===== config.mk =====
export PLATFORM = sky130hd
export DESIGN_NAME = modular_inverse_by_totient_flat
export DESIGN_NICKNAME = d
export VERILOG_FILES = /design/src/mit_pkg.sv /design/src/mit_if.sv /design/src/mit_alu.sv /design/src/modular_inverse_by_totient.sv /design/src/flat_wrapper.sv
export SDC_FILE = /design/constraint.sdc
export NUM_CORES = 1
export LEC_CHECK = 0
export BUFFER_PORTS_ARGS = -buffer_cell sky130_fd_sc_hd__buf_2
export CAP_MARGIN = 20
export CORE_ASPECT_RATIO = 1.4
export CORE_MARGIN = 10
export CORE_UTILIZATION = 35
export DETAILED_ROUTE_END_ITERATION = 10
export PLACE_DENSITY = 0.54
export SYNTH_ARGS = -nofsm -noshare
export SYNTH_HDL_FRONTEND = slang
export SYNTH_SLANG_ARGS = --single-unit

===== constraint.sdc =====
create_clock -name clk_i -period 22.8 [get_ports clk_i]
set_clock_uncertainty 0.05 [all_clocks]
set_input_delay 1.14 -clock clk_i [delete_from_list [all_inputs] [get_ports clk_i]]
set_output_delay 1.14 -clock clk_i [all_outputs]
set_load 0.03 [all_outputs]

===== src/mit_pkg.sv =====
`timescale 1ns / 1ps

package mit_pkg;

  // Status of one step of the shared add-and-reduce unit.
  typedef struct packed {
    logic ge;    // the raw sum reached the modulus or divisor
    logic zero;  // the reduced sum is zero
  } mit_flags_t;

endpackage


===== src/mit_if.sv =====
`timescale 1ns / 1ps

// Input channel: one value to invert per transaction.
interface mit_in_if #(
  parameter int unsigned W = 31
);
  logic         valid;
  logic         ready;
  logic [W-1:0] value;

  modport source (output valid, output value, input ready);
  modport sink   (input valid, input value, output ready);
endinterface

// Output channel: one result per transaction.
interface mit_out_if #(
  parameter int unsigned W = 31
);
  logic         valid;
  logic         ready;
  logic [W-1:0] result;

  modport source (output valid, output result, input ready);
  modport sink   (input valid, input result, output ready);
endinterface


===== src/mit_alu.sv =====
`timescale 1ns / 1ps

// Shared arithmetic unit: y = (a + b + cin) reduced once by d.
// Serves one restoring-division step (a = b = remainder, cin = next dividend bit)
// and the doubling and adding steps of a modular multiplication.
module mit_alu
  import mit_pkg::*;
#(
  parameter int unsigned MB = 31
) (
  input  logic [MB-1:0] a_i,
  input  logic [MB-1:0] b_i,
  input  logic          cin_i,
  input  logic [MB-1:0] d_i,
  output logic [MB-1:0] y_o,
  output mit_flags_t    flags_o
);

  logic [MB:0] sum;
  logic [MB:0] diff;
  logic        ge;

  // Sum of the operands, one bit wider than the operands.
  assign sum  = {1'b0, a_i} + {1'b0, b_i} + {{MB{1'b0}}, cin_i};
  assign ge   = (sum >= {1'b0, d_i});
  assign diff = sum - {1'b0, d_i};

  // A single conditional subtraction suffices since the sum stays below 2*d.
  assign y_o          = ge ? diff[MB-1:0] : sum[MB-1:0];
  assign flags_o.ge   = ge;
  assign flags_o.zero = (y_o == '0);

endmodule


===== src/modular_inverse_by_totient.sv =====
`timescale 1ns / 1ps

// Channel   Direction  Transaction carries
// in_ch_i   sink       value  [MOD_BITS-1:0]  number to invert
// out_ch_o  source     result [MOD_BITS-1:0]  value^(phi(m)-1) mod m
// APB       slave      modulus register at address 0
//
// Every step runs on one add-and-reduce unit: the input reduction, then the divisions
// by each trial divisor up to sqrt(m), then the power (a squaring and at most one
// multiplication per exponent bit).
// in_ch_i is ready only when idle. A finished result waits in the output register; a
// stalled sink holds the next item in its last state. Reset sets the modulus to 2.
module modular_inverse_by_totient
  import mit_pkg::*;
#(
  parameter int unsigned MOD_BITS = 31
) (
  input  logic clk_i,
  input  logic rst_ni,

  mit_in_if.sink    in_ch_i,
  mit_out_if.source out_ch_o,

  input  logic                                 psel,
  input  logic                                 penable,
  input  logic                                 pwrite,
  input  logic [((MOD_BITS > 32) ? 4 : 3)-1:0] paddr,
  input  logic [((MOD_BITS > 32) ? 64 : 32)-1:0] pwdata,
  output logic [((MOD_BITS > 32) ? 64 : 32)-1:0] prdata,
  output logic                                 pready
);

  localparam int unsigned MB = MOD_BITS;
  localparam int unsigned DW = (MB > 32) ? 64 : 32;
  localparam int unsigned AW = (MB > 32) ? 4 : 3;
  localparam int unsigned CW = $clog2(MB);

  localparam logic [3:0] S_IDLE  = 4'd0;
  localparam logic [3:0] S_RED   = 4'd1;
  localparam logic [3:0] S_TCHK  = 4'd2;
  localparam logic [3:0] S_TDIV  = 4'd3;
  localparam logic [3:0] S_TPHI  = 4'd4;
  localparam logic [3:0] S_TLAST = 4'd5;
  localparam logic [3:0] S_EXP   = 4'd6;
  localparam logic [3:0] S_MUL   = 4'd7;
  localparam logic [3:0] S_OUT   = 4'd8;

  localparam logic [CW-1:0] CNT_TOP = CW'(MB - 1);

  logic [3:0]    state_q, state_d;
  logic [MB-1:0] mod_q;
  logic [MB-1:0] m_eff;
  logic [CW-1:0] cnt_q, cnt_d;
  logic [MB-1:0] dq_q, dq_d;     // dividend shifting into quotient, or multiplier
  logic [MB-1:0] rem_q, rem_d;   // remainder, or product accumulator
  logic [MB-1:0] dvs_q, dvs_d;
  logic [MB-1:0] rest_q, rest_d;
  logic [MB-1:0] phi_q, phi_d;
  logic [MB-1:0] d_q, d_d;
  logic [MB:0]   dsq_q, dsq_d;
  logic          found_q, found_d;
  logic [MB-1:0] base_q, base_d;
  logic [MB-1:0] acc_q, acc_d;
  logic [MB-1:0] exp_q, exp_d;
  logic [CW-1:0] ecnt_q, ecnt_d;
  logic [MB-1:0] mx_q, mx_d;
  logic          mphase_q, mphase_d;
  logic          mop_q, mop_d;
  logic [MB-1:0] res_q, res_d;
  logic          ov_q, ov_d;

  logic [MB-1:0] alu_b, alu_d, alu_y;
  logic          alu_cin;
  mit_flags_t    alu_flags;
  logic [MB-1:0] quot;
  logic          cfg_wr;

  // Configuration port: one register, written in the access phase.
  assign pready = 1'b1;
  assign cfg_wr = psel && penable && pwrite && !paddr[AW-1];
  assign prdata = paddr[AW-1] ? '0 : DW'(mod_q);
  assign m_eff  = (mod_q < MB'(2)) ? MB'(2) : mod_q;

  always_ff @(posedge clk_i or negedge rst_ni) begin
    if (!rst_ni) begin
      mod_q <= MB'(2);
    end else if (cfg_wr) begin
      mod_q <= pwdata[MB-1:0];
    end
  end

  // Operand selection for the shared unit.
  always_comb begin
    alu_b   = rem_q;
    alu_cin = dq_q[MB-1];
    alu_d   = dvs_q;
    if (state_q == S_MUL) begin
      alu_cin = 1'b0;
      alu_d   = m_eff;
      if (mphase_q) begin
        alu_b = dq_q[MB-1] ? mx_q : '0;
      end
    end
  end

  mit_alu #(
    .MB(MB)
  ) u_alu (
    .a_i    (rem_q),
    .b_i    (alu_b),
    .cin_i  (alu_cin),
    .d_i    (alu_d),
    .y_o    (alu_y),
    .flags_o(alu_flags)
  );

  assign quot = {dq_q[MB-2:0], alu_flags.ge};

  assign in_ch_i.ready  = (state_q == S_IDLE);
  assign out_ch_o.valid = ov_q;
  assign out_ch_o.result = res_q;

  // Sequencer.
  always_comb begin
    state_d  = state_q;
    cnt_d    = cnt_q;
    dq_d     = dq_q;
    rem_d    = rem_q;
    dvs_d    = dvs_q;
    rest_d   = rest_q;
    phi_d    = phi_q;
    d_d      = d_q;
    dsq_d    = dsq_q;
    found_d  = found_q;
    base_d   = base_q;
    acc_d    = acc_q;
    exp_d    = exp_q;
    ecnt_d   = ecnt_q;
    mx_d     = mx_q;
    mphase_d = mphase_q;
    mop_d    = mop_q;
    res_d    = res_q;
    ov_d     = ov_q && !out_ch_o.ready;

    case (state_q)
      S_IDLE: begin
        if (in_ch_i.valid) begin
          dq_d    = in_ch_i.value;
          rem_d   = '0;
          dvs_d   = m_eff;
          cnt_d   = CNT_TOP;
          state_d = S_RED;
        end
      end

      // Input value modulo m.
      S_RED: begin
        dq_d  = quot;
        rem_d = alu_y;
        cnt_d = cnt_q - 1'b1;
        if (cnt_q == '0) begin
          base_d  = alu_y;
          rest_d  = m_eff;
          phi_d   = m_eff;
          d_d     = MB'(2);
          dsq_d   = (MB + 1)'(4);
          found_d = 1'b0;
          state_d = S_TCHK;
        end
      end

      // Trial divisor bound: continue while d*d <= rest.
      S_TCHK: begin
        rem_d = '0;
        cnt_d = CNT_TOP;
        if (dsq_q <= {1'b0, rest_q}) begin
          dq_d    = rest_q;
          dvs_d   = d_q;
          state_d = S_TDIV;
        end else if (rest_q > MB'(1)) begin
          dq_d    = phi_q;
          dvs_d   = rest_q;
          state_d = S_TLAST;
        end else begin
          state_d = S_EXP;
        end
      end

      // Strip all factors d from rest.
      S_TDIV: begin
        dq_d  = quot;
        rem_d = alu_y;
        cnt_d = cnt_q - 1'b1;
        if (cnt_q == '0) begin
          rem_d = '0;
          cnt_d = CNT_TOP;
          if (alu_flags.zero) begin
            rest_d  = quot;
            found_d = 1'b1;
          end else if (found_q) begin
            dq_d    = phi_q;
            state_d = S_TPHI;
          end else begin
            d_d     = d_q + 1'b1;
            dsq_d   = dsq_q + {d_q, 1'b1};
            state_d = S_TCHK;
          end
        end
      end

      // phi = (phi / d) * (d - 1) = phi - remainder - quotient.
      S_TPHI: begin
        dq_d  = quot;
        rem_d = alu_y;
        cnt_d = cnt_q - 1'b1;
        if (cnt_q == '0) begin
          phi_d   = phi_q - alu_y - quot;
          found_d = 1'b0;
          d_d     = d_q + 1'b1;
          dsq_d   = dsq_q + {d_q, 1'b1};
          state_d = S_TCHK;
        end
      end

      // Last prime factor, left in rest once d*d exceeds it.
      S_TLAST: begin
        dq_d  = quot;
        rem_d = alu_y;
        cnt_d = cnt_q - 1'b1;
        if (cnt_q == '0) begin
          phi_d   = phi_q - alu_y - quot;
          state_d = S_EXP;
        end
      end

      // Start the power with exponent phi - 1, first a squaring of one.
      S_EXP: begin
        exp_d    = phi_q - 1'b1;
        ecnt_d   = CNT_TOP;
        acc_d    = MB'(1);
        mx_d     = MB'(1);
        dq_d     = MB'(1);
        rem_d    = '0;
        cnt_d    = CNT_TOP;
        mphase_d = 1'b0;
        mop_d    = 1'b0;
        state_d  = S_MUL;
      end

      // Modular multiplication, multiplier bits from the top: double, then add.
      S_MUL: begin
        rem_d    = alu_y;
        mphase_d = !mphase_q;
        if (mphase_q) begin
          dq_d  = {dq_q[MB-2:0], 1'b0};
          cnt_d = cnt_q - 1'b1;
          if (cnt_q == '0) begin
            acc_d    = alu_y;
            rem_d    = '0;
            cnt_d    = CNT_TOP;
            mphase_d = 1'b0;
            if (!mop_q && exp_q[MB-1]) begin
              mx_d  = base_q;
              dq_d  = alu_y;
              mop_d = 1'b1;
            end else begin
              exp_d  = {exp_q[MB-2:0], 1'b0};
              ecnt_d = ecnt_q - 1'b1;
              mx_d   = alu_y;
              dq_d   = alu_y;
              mop_d  = 1'b0;
              if (ecnt_q == '0) begin
                state_d = S_OUT;
              end
            end
          end
        end
      end

      // Hand the result to the output register once it is free.
      S_OUT: begin
        if (!ov_q || out_ch_o.ready) begin
          res_d   = acc_q;
          ov_d    = 1'b1;
          state_d = S_IDLE;
        end
      end

      default: begin
        state_d = S_IDLE;
      end
    endcase
  end

  // Control state.
  always_ff @(posedge clk_i or negedge rst_ni) begin
    if (!rst_ni) begin
      state_q <= S_IDLE;
      ov_q    <= 1'b0;
    end else begin
      state_q <= state_d;
      ov_q    <= ov_d;
    end
  end

  // Datapath registers.
  always_ff @(posedge clk_i) begin
    cnt_q    <= cnt_d;
    dq_q     <= dq_d;
    rem_q    <= rem_d;
    dvs_q    <= dvs_d;
    rest_q   <= rest_d;
    phi_q    <= phi_d;
    d_q      <= d_d;
    dsq_q    <= dsq_d;
    found_q  <= found_d;
    base_q   <= base_d;
    acc_q    <= acc_d;
    exp_q    <= exp_d;
    ecnt_q   <= ecnt_d;
    mx_q     <= mx_d;
    mphase_q <= mphase_d;
    mop_q    <= mop_d;
    res_q    <= res_d;
  end

endmodule


===== src/flat_wrapper.sv =====
// flat-port wrapper written by rule: the top's interface ports become plain ports
module modular_inverse_by_totient_flat import mit_pkg::*;
#(
  parameter int unsigned MOD_BITS = 31
)
  (clk_i, rst_ni, psel, penable, pwrite, paddr, pwdata, prdata, pready, in_ch_i_valid, in_ch_i_value, in_ch_i_ready, out_ch_o_valid, out_ch_o_result, out_ch_o_ready);
  mit_in_if #(.W(MOD_BITS)) in_ch_i_i ();
  mit_out_if #(.W(MOD_BITS)) out_ch_o_i ();
  input  logic clk_i;
  input  logic rst_ni;
  input  logic psel;
  input  logic penable;
  input  logic pwrite;
  input  logic [((MOD_BITS > 32) ? 4 : 3)-1:0] paddr;
  input  logic [((MOD_BITS > 32) ? 64 : 32)-1:0] pwdata;
  output logic [((MOD_BITS > 32) ? 64 : 32)-1:0] prdata;
  output logic pready;
  input wire logic [$bits(in_ch_i_i.valid)-1:0] in_ch_i_valid;
  input wire logic [$bits(in_ch_i_i.value)-1:0] in_ch_i_value;
  output wire logic [$bits(in_ch_i_i.ready)-1:0] in_ch_i_ready;
  output wire logic [$bits(out_ch_o_i.valid)-1:0] out_ch_o_valid;
  output wire logic [$bits(out_ch_o_i.result)-1:0] out_ch_o_result;
  input wire logic [$bits(out_ch_o_i.ready)-1:0] out_ch_o_ready;
  assign in_ch_i_i.valid = in_ch_i_valid;
  assign in_ch_i_i.value = in_ch_i_value;
  assign in_ch_i_ready = in_ch_i_i.ready;
  assign out_ch_o_valid = out_ch_o_i.valid;
  assign out_ch_o_result = out_ch_o_i.result;
  assign out_ch_o_i.ready = out_ch_o_ready;
  modular_inverse_by_totient #(.MOD_BITS(MOD_BITS)) u_core (.clk_i(clk_i), .rst_ni(rst_ni), .in_ch_i(in_ch_i_i), .out_ch_o(out_ch_o_i), .psel(psel), .penable(penable), .pwrite(pwrite), .paddr(paddr), .pwdata(pwdata), .prdata(prdata), .pready(pready));
endmodule

==> run_results.csv <==
group,metric,value,unit
run,maxCapViolations,0,
outcome,status,"finished, final reports clean",
die,core.rowCount,123,
synth,seq_area_frac_synth,44.2,%
clock_tree,cts_inserted_buffers,47,
worst_hold_path,worstHoldPathCells,0,
synth,synth_top_family_by_area,"compound AO/OA/AOI/OAI gates",
setup_path,cpPeakStageDelay,0.81,ns
die,ioPinCount,139,
layout,final_util,39.8,%
sta,slew_headroom,28.2,%
place,hpwl,68300,um
sta,drv_slew,0,
synth,synth_simple_gate_area_share,16.2,%
worst_hold_path,holdCritPathClass,"reg2reg",
layout,final_cells,4172,
grt,grt_max_degree,71,
clock_tree,ctsRootBufferMaster,"clkbuf_16",
synth,syn_nets,3244,
synth,yosysWarningCount,0,
setup_path,cp_max_fo,39,
sta,fin_crit,12.23,ns
synth,synth-xor-area-share,5.45,%
clock_tree,clock_sinks,422,
grt,gr-usage-all-layers,19.2,%
sta,finalSetupViolations,0,
setup_path,cp.arrival,12.52,ns
synth,syn_area,28300,sq um
synth,synth_compound_area_share,16.7,%
layout,multi_input_area,14700,sq um
die,dieArea,92700,sq um
setup_path,end_kind,"register",
grt,first_global_vias,22800,
routing,vias_per_cell,5.40,
synth,synth-async-reset-ratio,8.53,%
setup_path,critPathRequiredTime,23.09,ns
synth,avgSynthCellArea,9.49,sq um
synth,synth_mux_area_share,4.20,%
synth,synth-seq-cells,422,
die,core,80200,sq um
layout,drive_gt1_share,10.9,%
sta,max_freq,81.7,MHz
grt,overflow,0,
sta,finalCritPeriodShare,53.7,%
setup_path,cp_slowest_cell,"nor4_1",
grt,grt_antenna_before_repair,1,
layout,fillerInstances,8057,
synth,synth_fa_ha_area_share,9.03,%
place,place.gp.congestion,0.910,
setup_path,critPathLaunchType,"register",
layout,nets,3338,
synth,synth-edff-count,386,
routing,dr_total_vias,22500,
routing,drt-total-wl,90000,um
sta,final-hold-violation-count,0,
routing,dr.pass1.iters,5,
layout,final_cell_mix,"edfxtp_1 (386), nand2_1 (359), nor2_1 (316)",
clock_tree,hold_buffers,0,
routing,drc,0,
clock_tree,worstSkewPairLatency,0.61,ns
setup_path,reg2regPathDepth,34,
synth,synth_ff_type,"edfxtp_1",
synth,syn_inst,2979,
routing,ant_nets,0,
place,port_buffers,133,
clock_tree,h-tree-depth,2,
synth,yosysUniqueCellTypes,80,
die,fp.dieH,356,um
sta,setup_tns,0,ns
sta,worst_pin_slew,1.07,ns
die,dieWidth,260,um
routing,wl_per_cell,21.6,um
die,start_util,35.3,%
clock_tree,cts_tree,"built",
sta,rsz0062_at_grt,"no",
clock_tree,cts.clk_slew.worst_paths,0.06,ns
routing,drt_iter0_drc,1545,
grt,grt_pass1_wl,138000,um
layout,layout_commonest_cell,"edfxtp_1",
place,dp.cells,4085,
clock_tree,cts_buffer_depth,3,
setup_path,path_class,"reg2reg",
layout,regArea,12500,sq um
clock_tree,cts_setup_buffers,0,
clock_tree,ctsResizeCount,0,
layout,syn2layout_area_growth,12.8,%
[sequential cells by signal (all words and copies together) (netlist names), 4 cells and up]
register / flops
u_core.exp_q: 31
u_core.dsq_q: 32
u_core.d_q: 31
u_core.ecnt_q: 5
u_core.mx_q: 31
u_core.rem_q: 31
u_core.out_ch_o.result: 31
u_core.acc_q: 31
u_core.rest_q: 31
u_core.dvs_q: 31
u_core.phi_q: 31
u_core.cnt_q: 5
u_core.state_q: 4
u_core.mod_q: 31
u_core.base_q: 31
u_core.dq_q: 31
[stage by stage]
| stage | hold WS (ns) | instance area (sq um) | setup WS (ns) |
|---|---|---|---|
| after detailed placement | 0.355 | 30300 | 10.60 |
| final | 0.365 | 31900 | 10.57 |
| after floorplan | 0.350 | 28300 | 12.73 |
| after CTS | 0.365 | 31900 | 10.53 |
| after global routing | 0.373 | 31900 | 9.76 |
| after global placement | 0.354 | 30300 | 10.61 |
[cells by family (layout without fill, tap and decap cells)]
group,count (synthesis),count (layout)
AO/OA/AOI/OAI,753,753
XOR/XNOR,176,176
adder cells (fa/ha/maj),192,192
buffers and inverters,308,438
flip-flops,422,422
multiplexers,114,114
other,2,3
AND/OR/NAND/NOR,1012,1012
[layout make-up]
class	count	share of cell area, %
inverter	165	1.94
clock inverter	29	0.985
tap	1062	4.17
clock buffer	56	4.02
sequential	422	39.2
multi-input combinational	2249	46.2
timing repair buffer	188	3.45
antenna	1	0.00785
[worst max-delay path, delay by kind of cell (launching register included)]
kind | cells | cell delay, ns
flops | 1 | 0.80
fa+ha+maj | 4 | 1.67
xor+xnor | 2 | 0.60
simple gates | 6 | 2.41
compound gates | 16 | 4.82
buf+inv | 5 | 0.96
mux | 1 | 0.56
[path summary, 6_finish.rpt]
kind                                                    start                             endpoint  slack, ns
worst max-delay path            u_core.state_q[0]$_DFFE_PN0P_           u_core.phi_q[30]$_DFFE_PP_      10.57
worst min-delay path            u_core.acc_q[3]$_SDFFCE_PP0P_  u_core.out_ch_o.result[3]$_DFFE_PP_       0.37
worst max register to register  u_core.state_q[0]$_DFFE_PN0P_           u_core.phi_q[30]$_DFFE_PP_      10.57
worst min register to register  u_core.acc_q[3]$_SDFFCE_PP0P_  u_core.out_ch_o.result[3]$_DFFE_PP_       0.37
max in group asynchronous                              rst_ni         u_core.mod_q[22]$_DFFE_PN0P_      21.67
min in group asynchronous                              rst_ni          u_core.mod_q[5]$_DFFE_PN0P_       0.55
[metal layers]
| layer | up-vias | track usage (%) | wire, um |
|---|---|---|---|
| met3 | 123 | 2.30 | 3460 |
| met2 | 459 | 35.0 | 46400 |
| met4 | 0 | 6.57 | 3030 |
| met1 | 10900 | 22.7 | 37100 |
| met5 | - | 0 | 0 |
| li1 | 11000 | - | - |
[cells in the mapped netlist, types with 44 or more instances]
library cell	n	area share, %
nor2b_1	49	1.1
mux2i_1	78	2.8
clkbuf_1	121	1.6
ha_1	172	7.6
a21oi_1	170	3.0
o21ai_0	231	4.1
a211oi_1	44	1.2
nand3_1	53	0.94
nand2_1	360	4.8
a31oi_1	49	1.1
nor2_1	322	4.3
xor2_1	70	2.2
edfxtp_1	386	41
inv_1	164	2.2
xnor2_1	106	3.3
a21o_1	72	1.9
Power is left out: the tool's default activity adds up to more than one toggle a clock period on the data nets, which glitch-free logic cannot reach.
